[config.mk]
export PLATFORM = sky130hd
export DESIGN_NAME = kmp_pattern_matcher_core
export DESIGN_NICKNAME = d
export VERILOG_FILES = /design/src/rtl/kmp_pkg.sv /design/src/rtl/kmp_ram.sv /design/src/rtl/kmp_ctrl.sv /design/src/rtl/kmp_pattern_matcher_core.sv
export SDC_FILE = /design/constraint.sdc
export NUM_CORES = 2
export LEC_CHECK = 0
export BUFFER_PORTS_ARGS = -buffer_cell sky130_fd_sc_hd__clkbuf_2
export CORE_MARGIN = 4
export CORE_UTILIZATION = 60
export DETAILED_ROUTE_END_ITERATION = 12
export PLACE_DENSITY = 0.73
export SLEW_MARGIN = 15
export SYNTH_ARGS = -nofsm -noshare
export SYNTH_HDL_FRONTEND = slang
export SYNTH_SLANG_ARGS = --single-unit
[constraint.sdc]
create_clock -name clk -period 4.8 [get_ports clk]
set_input_delay 1.44 -clock clk [delete_from_list [all_inputs] [get_ports clk]]
set_output_delay 1.44 -clock clk [all_outputs]
set_load 0.03 [all_outputs]
[src/rtl/kmp_pkg.sv]
// Shared definitions for the KMP pattern matcher.
// Holds the sizing constants, opcodes and the result word type; no dependencies.
package kmp_pkg;

  // Default pattern capacity and fixed field widths.
  localparam int unsigned MAX_PATTERN_DEF = 64;
  localparam int unsigned BYTE_W          = 8;
  localparam int unsigned TEXT_W          = 32;

  // Input opcodes.
  localparam logic OP_PATTERN = 1'b0;
  localparam logic OP_TEXT    = 1'b1;

  // One result word as it leaves the matcher.
  typedef struct packed {
    logic              match_found;
    logic [TEXT_W-1:0] match_start;
    logic              end_of_text;
    logic              error_flag;
  } kmp_result_t;

  // Address width for a store of the given depth (at least one bit).
  function automatic int unsigned idx_width(input int unsigned depth);
    return (depth > 1) ? $clog2(depth) : 1;
  endfunction

endpackage

[src/rtl/kmp_ram.sv]
// Generic single-write, single-read RAM with a registered read port.
// No dependencies.
module kmp_ram #(
  parameter int unsigned WIDTH = 8,
  parameter int unsigned DEPTH = 64,
  localparam int unsigned AW   = (DEPTH > 1) ? $clog2(DEPTH) : 1
) (
  input  logic             clk,
  input  logic             wr_en,
  input  logic [AW-1:0]    wr_addr,
  input  logic [WIDTH-1:0] wr_data,
  input  logic             rd_en,
  input  logic [AW-1:0]    rd_addr,
  output logic [WIDTH-1:0] rd_data
);

  logic [WIDTH-1:0] mem_r [DEPTH];
  logic [WIDTH-1:0] rd_data_r;

  // Write port, and a read port whose data holds until the next read.
  always_ff @(posedge clk) begin
    if (wr_en) begin
      mem_r[wr_addr] <= wr_data;
    end
    if (rd_en) begin
      rd_data_r <= mem_r[rd_addr];
    end
  end

  assign rd_data = rd_data_r;

endmodule

[src/rtl/kmp_ctrl.sv]
// Sequencer of the KMP pattern matcher: loads the pattern, builds the failure
// links and walks the match state per text word. Uses kmp_pkg; drives two kmp_ram.
module kmp_ctrl #(
  parameter int unsigned MAX_PATTERN = kmp_pkg::MAX_PATTERN_DEF,
  localparam int unsigned IDX_W      = kmp_pkg::idx_width(MAX_PATTERN),
  localparam int unsigned LEN_W      = $clog2(MAX_PATTERN + 1),
  localparam int unsigned LINK_W     = IDX_W + 1
) (
  input  logic                        clk,
  input  logic                        rst_n,
  // Input word channel.
  input  logic                        in_valid,
  input  logic                        in_opcode,
  input  logic [kmp_pkg::BYTE_W-1:0]  in_data_byte,
  input  logic                        in_last,
  output logic                        in_stall,
  // Result hand-off to the output register.
  input  logic                        res_free,
  output logic                        res_load,
  output kmp_pkg::kmp_result_t        res,
  // Shared read address for both stores.
  output logic                        rd_en,
  output logic [IDX_W-1:0]            rd_addr,
  input  logic [kmp_pkg::BYTE_W-1:0]  ps_rd_data,
  input  logic [LINK_W-1:0]           fl_rd_data,
  // Pattern store write port.
  output logic                        ps_we,
  output logic [IDX_W-1:0]            ps_waddr,
  output logic [kmp_pkg::BYTE_W-1:0]  ps_wdata,
  // Failure link write port; the top bit of a link means "no link".
  output logic                        fl_we,
  output logic [IDX_W-1:0]            fl_waddr,
  output logic [LINK_W-1:0]           fl_wdata
);

  import kmp_pkg::*;

  localparam logic [2:0] S_IDLE  = 3'd0;
  localparam logic [2:0] S_BINIT = 3'd1;
  localparam logic [2:0] S_GETC0 = 3'd2;
  localparam logic [2:0] S_LOOP  = 3'd3;
  localparam logic [2:0] S_GETC  = 3'd4;
  localparam logic [2:0] S_LINK  = 3'd5;
  localparam logic [2:0] S_MATCH = 3'd6;
  localparam logic [2:0] S_ERR   = 3'd7;

  localparam logic [LEN_W-1:0] MAX_LEN = LEN_W'(MAX_PATTERN);

  logic [2:0]        state_r,  state_nxt;
  logic [LEN_W-1:0]  len_r,    len_nxt;
  logic              ready_r,  ready_nxt;
  logic [IDX_W-1:0]  ms_r,     ms_nxt;
  logic [TEXT_W-1:0] tidx_r,   tidx_nxt;
  logic [IDX_W-1:0]  pos_r,    pos_nxt;
  logic [LINK_W-1:0] head_r,   head_nxt;
  logic [BYTE_W-1:0] cpos_r,   cpos_nxt;
  logic [IDX_W-1:0]  st_r,     st_nxt;
  logic [BYTE_W-1:0] ch_r,     ch_nxt;
  logic              last_r,   last_nxt;

  logic              accept;
  logic [LEN_W-1:0]  eff_len;
  logic              hit;
  logic [LEN_W-1:0]  st_new;
  logic              found;
  logic              need_res;
  logic [TEXT_W:0]   end1;
  logic [TEXT_W:0]   start_full;
  logic [TEXT_W-1:0] start_idx;
  logic [TEXT_W-1:0] tidx_inc;

  assign in_stall = (state_r != S_IDLE);
  assign accept   = in_valid && !in_stall;

  // A pattern word after a finished pattern starts over from an empty store.
  assign eff_len = ready_r ? '0 : len_r;

  // Match step arithmetic on the data read for the current probe.
  assign hit        = (ps_rd_data == ch_r);
  assign st_new     = hit ? (LEN_W'(st_r) + LEN_W'(1)) : '0;
  assign found      = (st_new == len_r);
  assign need_res   = found || last_r;
  assign end1       = {1'b0, tidx_r} + (TEXT_W + 1)'(1);
  assign start_full = end1 - (TEXT_W + 1)'(len_r);
  assign start_idx  = (end1 >= (TEXT_W + 1)'(len_r)) ? start_full[TEXT_W-1:0] : '0;
  assign tidx_inc   = (tidx_r == '1) ? tidx_r : (tidx_r + TEXT_W'(1));

  // Next-state and memory access logic.
  always_comb begin
    state_nxt = state_r;
    len_nxt   = len_r;
    ready_nxt = ready_r;
    ms_nxt    = ms_r;
    tidx_nxt  = tidx_r;
    pos_nxt   = pos_r;
    head_nxt  = head_r;
    cpos_nxt  = cpos_r;
    st_nxt    = st_r;
    ch_nxt    = ch_r;
    last_nxt  = last_r;
    rd_en     = 1'b0;
    rd_addr   = '0;
    ps_we     = 1'b0;
    ps_waddr  = eff_len[IDX_W-1:0];
    ps_wdata  = in_data_byte;
    fl_we     = 1'b0;
    fl_waddr  = pos_r;
    fl_wdata  = head_r;
    res_load  = 1'b0;
    res       = '0;

    unique case (state_r)
      S_IDLE: begin
        if (accept && in_opcode == OP_PATTERN) begin
          ready_nxt = 1'b0;
          len_nxt   = eff_len;
          if (ready_r) begin
            ms_nxt   = '0;
            tidx_nxt = '0;
          end
          // Words past the capacity are dropped.
          if (eff_len < MAX_LEN) begin
            ps_we   = 1'b1;
            len_nxt = eff_len + LEN_W'(1);
          end
          if (in_last) begin
            ms_nxt    = '0;
            tidx_nxt  = '0;
            state_nxt = S_BINIT;
          end
        end else if (accept) begin
          ch_nxt   = in_data_byte;
          last_nxt = in_last;
          if (!ready_r || len_r == '0) begin
            state_nxt = S_ERR;
          end else begin
            rd_en     = 1'b1;
            rd_addr   = ms_r;
            st_nxt    = ms_r;
            state_nxt = S_MATCH;
          end
        end
      end

      // Link 0 is always "no link"; fetch the first pattern byte.
      S_BINIT: begin
        fl_we     = 1'b1;
        fl_waddr  = '0;
        fl_wdata  = {1'b1, {IDX_W{1'b0}}};
        rd_en     = 1'b1;
        rd_addr   = '0;
        pos_nxt   = '0;
        head_nxt  = {1'b1, {IDX_W{1'b0}}};
        state_nxt = S_GETC0;
      end

      S_GETC0: begin
        cpos_nxt  = ps_rd_data;
        state_nxt = S_LOOP;
      end

      // Chase the head back through the links until it matches or runs out; finish once every position has a link.
      S_LOOP: begin
        if ((LEN_W'(pos_r) + LEN_W'(1)) >= len_r) begin
          ready_nxt = 1'b1;
          state_nxt = S_IDLE;
        end else if (!head_r[IDX_W] && cpos_r != ps_rd_data) begin
          head_nxt = fl_rd_data;
          if (!fl_rd_data[IDX_W]) begin
            rd_en   = 1'b1;
            rd_addr = fl_rd_data[IDX_W-1:0];
          end
        end else begin
          pos_nxt   = pos_r + IDX_W'(1);
          head_nxt  = head_r[IDX_W] ? '0 : {1'b0, head_r[IDX_W-1:0] + IDX_W'(1)};
          rd_en     = 1'b1;
          rd_addr   = pos_r + IDX_W'(1);
          state_nxt = S_GETC;
        end
      end

      S_GETC: begin
        cpos_nxt  = ps_rd_data;
        rd_en     = 1'b1;
        rd_addr   = head_r[IDX_W-1:0];
        state_nxt = S_LINK;
      end

      // An equal next character inherits the head's own link.
      S_LINK: begin
        fl_we     = 1'b1;
        fl_waddr  = pos_r;
        fl_wdata  = (ps_rd_data != cpos_r) ? head_r : fl_rd_data;
        state_nxt = S_LOOP;
      end

      // Compare and follow the link on a mismatch, one probe per cycle; a result waits for a free output register.
      S_MATCH: begin
        if (!hit && !fl_rd_data[IDX_W]) begin
          st_nxt  = fl_rd_data[IDX_W-1:0];
          rd_en   = 1'b1;
          rd_addr = fl_rd_data[IDX_W-1:0];
        end else if (!need_res || res_free) begin
          ms_nxt           = found ? '0 : st_new[IDX_W-1:0];
          tidx_nxt         = last_r ? '0 : tidx_inc;
          if (last_r) begin
            ms_nxt = '0;
          end
          res_load         = need_res;
          res.match_found  = found;
          res.match_start  = found ? start_idx : '0;
          res.end_of_text  = last_r;
          res.error_flag   = 1'b0;
          state_nxt        = S_IDLE;
        end
      end

      S_ERR: begin
        if (res_free) begin
          res_load        = 1'b1;
          res.end_of_text = last_r;
          res.error_flag  = 1'b1;
          state_nxt       = S_IDLE;
        end
      end

      default: begin
        state_nxt = S_IDLE;
      end
    endcase
  end

  // Control state.
  always_ff @(posedge clk) begin
    if (!rst_n) begin
      state_r <= S_IDLE;
      len_r   <= '0;
      ready_r <= 1'b0;
      ms_r    <= '0;
      tidx_r  <= '0;
    end else begin
      state_r <= state_nxt;
      len_r   <= len_nxt;
      ready_r <= ready_nxt;
      ms_r    <= ms_nxt;
      tidx_r  <= tidx_nxt;
    end
  end

  // Working registers of the current word.
  always_ff @(posedge clk) begin
    pos_r  <= pos_nxt;
    head_r <= head_nxt;
    cpos_r <= cpos_nxt;
    st_r   <= st_nxt;
    ch_r   <= ch_nxt;
    last_r <= last_nxt;
  end

endmodule

[src/rtl/kmp_pattern_matcher_core.sv]
// Top level of the streaming KMP pattern matcher.
// Depends on kmp_pkg, kmp_ram and kmp_ctrl.
//
// Pattern words (opcode 0) are taken one per cycle and written to the pattern
// store; the word marked last starts the failure link build, which runs
// through the link store with the input stalled meanwhile. A text word
// (opcode 1) follows failure links on a mismatch, each probe being one
// registered read of both stores at the same address. A text word without a
// finished pattern gives an error result. Results wait in an output register;
// a match start comes from the saturating 32-bit text index.
module kmp_pattern_matcher_core #(
  parameter int unsigned MAX_PATTERN = kmp_pkg::MAX_PATTERN_DEF
) (
  input  logic                               clk,
  input  logic                               rst_n,
  input  logic                               in_valid,
  input  logic                               in_opcode,
  input  logic [kmp_pkg::BYTE_W-1:0]         in_data_byte,
  input  logic                               in_last,
  output logic                               in_stall,
  output logic                               out_valid,
  output logic                               out_match_found,
  output logic [kmp_pkg::TEXT_W-1:0]         out_match_start,
  output logic                               out_end_of_text,
  output logic                               out_error_flag,
  input  logic                               out_stall
);

  import kmp_pkg::*;

  localparam int unsigned IDX_W  = idx_width(MAX_PATTERN);
  localparam int unsigned LINK_W = IDX_W + 1;

  logic              res_free;
  logic              res_load;
  kmp_result_t       res;
  logic              rd_en;
  logic [IDX_W-1:0]  rd_addr;
  logic [BYTE_W-1:0] ps_rd_data;
  logic [LINK_W-1:0] fl_rd_data;
  logic              ps_we;
  logic [IDX_W-1:0]  ps_waddr;
  logic [BYTE_W-1:0] ps_wdata;
  logic              fl_we;
  logic [IDX_W-1:0]  fl_waddr;
  logic [LINK_W-1:0] fl_wdata;

  logic              out_valid_r, out_valid_nxt;
  kmp_result_t       out_res_r;

  // Pattern byte store.
  kmp_ram #(
    .WIDTH (BYTE_W),
    .DEPTH (MAX_PATTERN)
  ) u_pattern_ram (
    .clk     (clk),
    .wr_en   (ps_we),
    .wr_addr (ps_waddr),
    .wr_data (ps_wdata),
    .rd_en   (rd_en),
    .rd_addr (rd_addr),
    .rd_data (ps_rd_data)
  );

  // Failure link store.
  kmp_ram #(
    .WIDTH (LINK_W),
    .DEPTH (MAX_PATTERN)
  ) u_link_ram (
    .clk     (clk),
    .wr_en   (fl_we),
    .wr_addr (fl_waddr),
    .wr_data (fl_wdata),
    .rd_en   (rd_en),
    .rd_addr (rd_addr),
    .rd_data (fl_rd_data)
  );

  kmp_ctrl #(
    .MAX_PATTERN (MAX_PATTERN)
  ) u_ctrl (
    .clk          (clk),
    .rst_n        (rst_n),
    .in_valid     (in_valid),
    .in_opcode    (in_opcode),
    .in_data_byte (in_data_byte),
    .in_last      (in_last),
    .in_stall     (in_stall),
    .res_free     (res_free),
    .res_load     (res_load),
    .res          (res),
    .rd_en        (rd_en),
    .rd_addr      (rd_addr),
    .ps_rd_data   (ps_rd_data),
    .fl_rd_data   (fl_rd_data),
    .ps_we        (ps_we),
    .ps_waddr     (ps_waddr),
    .ps_wdata     (ps_wdata),
    .fl_we        (fl_we),
    .fl_waddr     (fl_waddr),
    .fl_wdata     (fl_wdata)
  );

  // The output register can take a new word when empty or being emptied.
  assign res_free = !out_valid_r || !out_stall;

  always_comb begin
    out_valid_nxt = out_valid_r;
    if (res_load) begin
      out_valid_nxt = 1'b1;
    end else if (out_valid_r && !out_stall) begin
      out_valid_nxt = 1'b0;
    end
  end

  always_ff @(posedge clk) begin
    if (!rst_n) begin
      out_valid_r <= 1'b0;
    end else begin
      out_valid_r <= out_valid_nxt;
    end
  end

  always_ff @(posedge clk) begin
    if (res_load) begin
      out_res_r <= res;
    end
  end

  assign out_valid       = out_valid_r;
  assign out_match_found = out_res_r.match_found;
  assign out_match_start = out_res_r.match_start;
  assign out_end_of_text = out_res_r.end_of_text;
  assign out_error_flag  = out_res_r.error_flag;

endmodule

# Word level (Yosys, flattened, before mapping)
# Memory sizes are Yosys's and may differ from the RTL's. A register that Yosys moved wholly into a read port is not among the register bits.
# Cells that the tools add are included.
# totals
ff_bits	121
ram_bits	960
input_bits	14
output_inout_bits	37
wordCells	183
n_memories	2
# op_classes
n_addsub	8
magnitude_cmp	3
n_eq_ne	28
n_mux	81
bitwise	6
reduce_logical	39
# memory_table
name	depth	word_bits	read_ports	rd_ports_with_merged_regs	write_ports	line	text
u_pattern_ram.mem_r	64	8	1	1	1	kmp_ram.sv:17	logic [WIDTH-1:0] mem_r [DEPTH];
u_link_ram.mem_r	64	7	1	1	1	kmp_ram.sv:17	
# op_table
operator	n
$mux 32	7
$mux 6	22
$pmux 32 s2	1
$mux 7	6
$pmux 6 s2	3
$add 32x1->33 const B	1
$ge 33x7->1	1
$add 32x1->32 const B	1
$eq 32x32->1 const B	1
$sub 32x7->32	1
$pmux 7 s2	2
$mux 3	8
$pmux 6 s4	1
$mux 1	23
$pmux 3 s7	1
$ne 8x8->1	2
$add 6x1->7 const B	2
$add 6x1->6 const B	2
$eq 3x3->1 const B	4
$ne 2x1->1 const B	6
$reduce_and 6->1	2
$ne 2x2->1 const B	5
$reduce_and 5->1	2
$ne 3x2->1 const B	3
26 further kinds	58

# Longest topological paths before layout
# depth
ltp_word	10
depth_mapped	20
depth_no_buf	15

# Hierarchy
# A second synthesis with hierarchy kept.
# hier_totals
hier_cells	2648
hier_area_um2	45915.3
# modules_own_cells
module	n_inst	cells_per_inst	area_per_inst_um2	seq_area_each_um2
kmp_ram at u_pattern_ram	1	940	20246.9	15615.0
kmp_ram at u_link_ram	1	827	17705.7	13663.1
kmp_ctrl	1	842	6876.6	2062.0
kmp_pattern_matcher_core	1	39	1086.0	1071.0

# Worst setup path before layout
# OpenSTA, ideal clock, no wires.
# synth_path
path_kind	in2reg
startpoint	in out_stall
endpoint	reg out_res_r (netlist bit out_end_of_text) (enable)
setup_ns	0.436
t_arrival_ns	3.568
required_time_ns	4.364
path_slack_ns	0.795
path_stages	3
path_buffers	0
path_cell_list	a221oi_1 inv_1 o21bai_1
# synth_between
elab_chain_len	6
word_cells_on_any_way	7
cone_classes	mux (4); reduce/logical (3)
# synth_lines
item	line	text
start, declared	kmp_pattern_matcher_core.sv:26	input logic out_stall
$logic_not 1->1 (*)	kmp_pattern_matcher_core.sv:105	assign res_free = !out_valid_r || !out_stall;
$logic_or 1x1->1 (*)	kmp_pattern_matcher_core.sv:105	
$logic_or 1x1->1	kmp_ctrl.sv:203	end else if (!need_res || res_free) begin
$mux 1	kmp_ctrl.sv:203	
$mux 1	kmp_ctrl.sv:199	if (!hit && !fl_rd_data[IDX_W]) begin
$pmux 1 s2 (*)	kmp_ctrl.sv:112	unique case (state_r)
end signal, assigned	kmp_pattern_matcher_core.sv:126	out_res_r <= res;
end, declared	kmp_pattern_matcher_core.sv:49	kmp_result_t out_res_r;
# Every way passes the cells marked *; elsewhere a longest branch is shown, timed or not.
# A chain may end at the register's enable or synchronous reset.

# Worst setup path in the final report
# layout_path
startpoint	reg u_pattern_ram.rd_data_r[3], in the netlist u_pattern_ram.rd_data[3] (read register of u_pattern_ram.mem_r)
endpoint	reg u_link_ram.rd_data_r[6], in the netlist u_link_ram.rd_data[6] (read register of u_link_ram.mem_r) (data pin)
# layout_between
elab_chain_len	5
word_cells_on_any_way	13
cone_classes	eq/ne (2); mux (8); reduce/logical (3)
# layout_lines
item	line	text
start, declared	kmp_ram.sv:18	logic [WIDTH-1:0] rd_data_r;
$ne 8x8->1 or $eq 8x8->1 (tied branches)	kmp_ctrl.sv:167, kmp_ctrl.sv:79	
$logic_and 1x1->1 or $logic_not 1->1 (tied branches)	kmp_ctrl.sv:167, kmp_ctrl.sv:199	
$mux 6, or another cell as far along	kmp_ctrl.sv:167	end else if (!head_r[IDX_W] && cpos_r != ps_rd_data) begin
$mux 6, or another cell as far along	kmp_ctrl.sv:164	if ((LEN_W'(pos_r) + LEN_W'(1)) >= len_r) begin
$pmux 6 s4 or $pmux 1 s4 (tied branches)	kmp_ctrl.sv:112	
end, declared	kmp_ram.sv:18	
# Parallel ways exist; a longest one is shown, timed or not.

==> flow_metrics.py <==
metrics = {
    "run_status": {
        "status": "finished, violations left",
        "violations": "DRC",
    },
    "cts": {
        "cts_tree": "yes",
        "clk_pin_slew_ns": 0.06,
        "htreeDepth": 3,
        "cts_sinks": 1096,
        "cts_root_buf": "clkbuf_16",
        "cts_buffer_depth": 3,
        "cts_buffers": 108,
        "clock_latency_ns": 0.69,
    },
    "global_routing": {
        "use_met2_pct": 46.95,
        "grt-busiest-layer": "met2",
        "grt_pass1_wl_mm": 187.6,
        "grt_overflow": 0,
        "antenna_found_initial": 5,
        "grt_pass1_vias": 30330,
        "grt.total_usage_pct": 29.86,
        "use_met1_pct": 42.94,
        "use_met3_pct": 5.819,
        "grt_max_degree": 100,
    },
    "pwr": {
        "p_leak_uw": 0.01818,
        "ir_worst_vdd_mv": 0.3352,
        "powerDensity_nw_per_um2": 507.5,
    },
    "synth": {
        "yosysUniqueCellTypes": 98,
        "synth_edf_count": 1046,
        "yosysWarningCount": 0,
        "avgSynthCellArea_um2": 13.21,
        "yosys-top-cells-count": "edfxtp_1 (1046), nand2_1 (496), nor2_1 (220)",
        "yosysTopAreaCell": "edfxtp_1",
        "synth-seq-area-share_pct": 69.02,
        "yosysMostFrequentCell": "edfxtp_1",
        "synth_fp_nets": 3590,
        "yosys_most_used_dff": "edfxtp_1",
        "syn_inst": 3556,
        "synth_area_leaders": "edfxtp_1 (67%), nand2_1 (4.0%), mux2i_1 (3.5%)",
        "syn-cell-area_um2": 46960,
        "ys_ff_latch": 1096,
        "ys_async_sr_fraction_pct": 0,
        "synth.top_cell.area_share_pct": 66.89,
    },
    "floorplan": {
        "fp.dieArea_um2": 82810,
        "core_area_um2": 77470,
        "io-pin-count": 51,
        "die_y_um": 287.8,
        "row_count": 102,
        "initial_core_util_pct": 60.62,
        "die_x_um": 287.8,
    },
    "critical_path": {
        "critPathMaxFanout": 38,
        "worst_ep_arrival_time_ns": 5.19,
        "cp_data_required_time_ns": 5.21,
        "startpoint": "u_pattern_ram.rd_data[3]",
        "crit_end": "u_link_ram.rd_data[6]",
        "r2r_end": "u_link_ram.rd_data[6]",
        "crit_type": "flop to flop",
        "crit_path_end_kind": "flop",
        "r2r_cells": 13,
        "r2r-start": "u_pattern_ram.rd_data[3]",
        "r2r_setup_slack_ns": 0.02,
        "critical_path.startpoint_type": "flop",
    },
    "place": {
        "place_congestion": 0.9499,
        "dpl-instance-area_um2": 49680,
        "place_hpwl_mm": 81.69,
        "place_inst": 4645,
        "port-buffer-count": 50,
    },
    "timing": {
        "fin_crit_ns": 4.778,
        "skew_ns": 0.04193,
        "final-setup-viol-count": 0,
        "slew_headroom_pct": 29.78,
        "hold_viol": 0,
        "timing.fmax_mhz": 209.3,
        "maxSlewViolCount": 0,
        "worst_pin_slew_ns": 1.053,
        "fin_crit_sh_pct": 99.54,
    },
    "final_layout": {
        "area_growth_pct": 13.55,
        "nets": 3751,
        "design_area_um2": 53320,
        "fillCellCount": 5241,
        "finalNonFillerCells": 4851,
        "drive_gt1_share_pct": 14.72,
    },
    "drt": {
        "via_count": 31690,
        "drc": 2,
        "drtIter0Drc": 4225,
        "wl_per_cell_um": 25.75,
        "wirelength_mm": 124.9,
        "vias_per_cell": 6.533,
        "firstDrtPassIters": 12,
        "antenna_left": 0,
    },
    "hold_path": {
        "hp-class": "flop to flop",
    },
    "run": {
        "drv_cap": 0,
    },
}
## worst min-delay path by stage
stage / from / to / depth (start not counted)
2_1_floorplan: u_ctrl.tidx_r[31] / u_ctrl.tidx_r[31] / 2
3_3_place_gp: u_ctrl.tidx_r[31] / u_ctrl.tidx_r[31] / 2
3_5_place_dp: u_ctrl.tidx_r[31] / u_ctrl.tidx_r[31] / 2
4_1_cts: u_ctrl.tidx_r[31] / u_ctrl.tidx_r[31] / 2
5_1_grt: u_ctrl.tidx_r[30] / u_ctrl.tidx_r[30] / 2
6_report: u_ctrl.tidx_r[31] / u_ctrl.tidx_r[31] / 2
## cells by family (layout without fill, tap and decap cells)
kind of cell | Yosys count | count (layout) | synth area share [%]
buf+inv | 265 | 519 | 2.467
fa+ha+maj | 20 | 20 | 0.5489
flops | 1096 | 1096 | 69.02
xor+xnor | 83 | 83 | 1.577
other cells | 0 | 1 | 0
compound gates | 625 | 625 | 9.464
simple gates | 1295 | 1295 | 13.24
mux | 172 | 172 | 3.687
## critical path, cell delays in order (launching register included)
cell       delay [ns]
edfxtp_1         0.53
xnor2_1          0.24
nand4_1          0.25
or2_1            0.41
a222oi_1         0.52
buf_12           0.30
nand2_4          0.21
buf_12           0.23
buf_12           0.17
a2111oi_1        0.65
nor4_2           0.18
o22ai_1          0.26
nand4_1          0.27
and3_1           0.25
## area by class of cell
| cell class | instances | area, um2 | area share, % |
|---|---|---|---|
| sequential | 1096 | 32410 | 60.78 |
| multi-input combinational | 2195 | 13610 | 25.53 |
| clock buffer | 126 | 2770 | 5.195 |
| timing repair buffer | 291 | 2430 | 4.557 |
| tap | 1040 | 1301 | 2.440 |
| clock inverter | 77 | 701.9 | 1.316 |
| inverter | 25 | 93.84 | 0.1760 |
| antenna | 1 | 2.502 | 0.004693 |
## placed cells by master (no fill, tap or decap), types with 23 or more instances in the layout
| cell type | count |
|---|---|
| buf_4 | 210 |
| nand4_1 | 62 |
| a2111oi_0 | 29 |
| o21ai_0 | 47 |
| buf_12 | 29 |
| clkbuf_16 | 108 |
| o22a_1 | 44 |
| and3_1 | 160 |
| xnor2_1 | 58 |
| nor3_1 | 38 |
| a21oi_1 | 98 |
| nor4_1 | 23 |
| edfxtp_1 | 1046 |
| nor2_1 | 219 |
| xor2_1 | 24 |
| nand2_1 | 493 |
| a31oi_1 | 66 |
| a211oi_1 | 166 |
| dfxtp_1 | 50 |
| inv_1 | 25 |
| mux2i_1 | 164 |
| nor2_2 | 30 |
| nand3_1 | 144 |
| clkbuf_2 | 50 |
| nor2b_1 | 33 |
| clkinv_1 | 33 |
## metrics by stage
step	setup WS (ns)	hold slack [ns]	TNS [ns]	utilization, %	total power [uW]
CTS	0.02824	0.5399	0	68.64	26880
global placement	-0.2472	0.5032	-0.6291	64.13	18560
floorplan	0.7953	0.4876	0	-	15800
finish	0.02198	0.5485	0	68.83	27060
global route	-0.02538	0.5867	-0.09924	68.83	27970
detailed placement	-0.3495	0.5301	-1.601	64.13	18720
## flip-flops by register name (all words and copies together), names as in the netlist
register	cells
u_pattern_ram.mem_r	512
u_link_ram.mem_r	448
out_match_start	32
u_ctrl.tidx_r	32
u_ctrl.ch_r	8
u_ctrl.cpos_r	8
u_pattern_ram.rd_data	8
u_ctrl.head_r	7
u_ctrl.len_r	7
u_link_ram.rd_data	7
u_ctrl.ms_r	6
u_ctrl.pos_r	6
u_ctrl.st_r	6
u_ctrl.state_r	3
out_end_of_text	1
out_error_flag	1
out_match_found	1
out_valid	1
u_ctrl.last_r	1
u_ctrl.ready_r	1
## metal layers
metal / vias to the layer above / wire [um] / share of wire [%]
li1: 13900 / - / -
met1: 15580 / 49610 / 40
met2: 1956 / 58130 / 47
met3: 254 / 13560 / 11
met4: 2 / 3573 / 2.9
met5: - / 19 / 0.015
## report_power, final
part           leakage [uW]  internal [uW]  switching (uW)
Sequential          0.00980          11500             297
Clock               0.00169           4640            3620
Combinational       0.00669           2210            4830
## timing repair
action | in CTS | in global routing
resized for setup | 9 | 38
setup endpoints to repair | 11 | 15
setup buffers | 0 | 2
hold buffers | 0 | 0
pin swaps | 0 | 5
(Power assumes the default switching activity.)
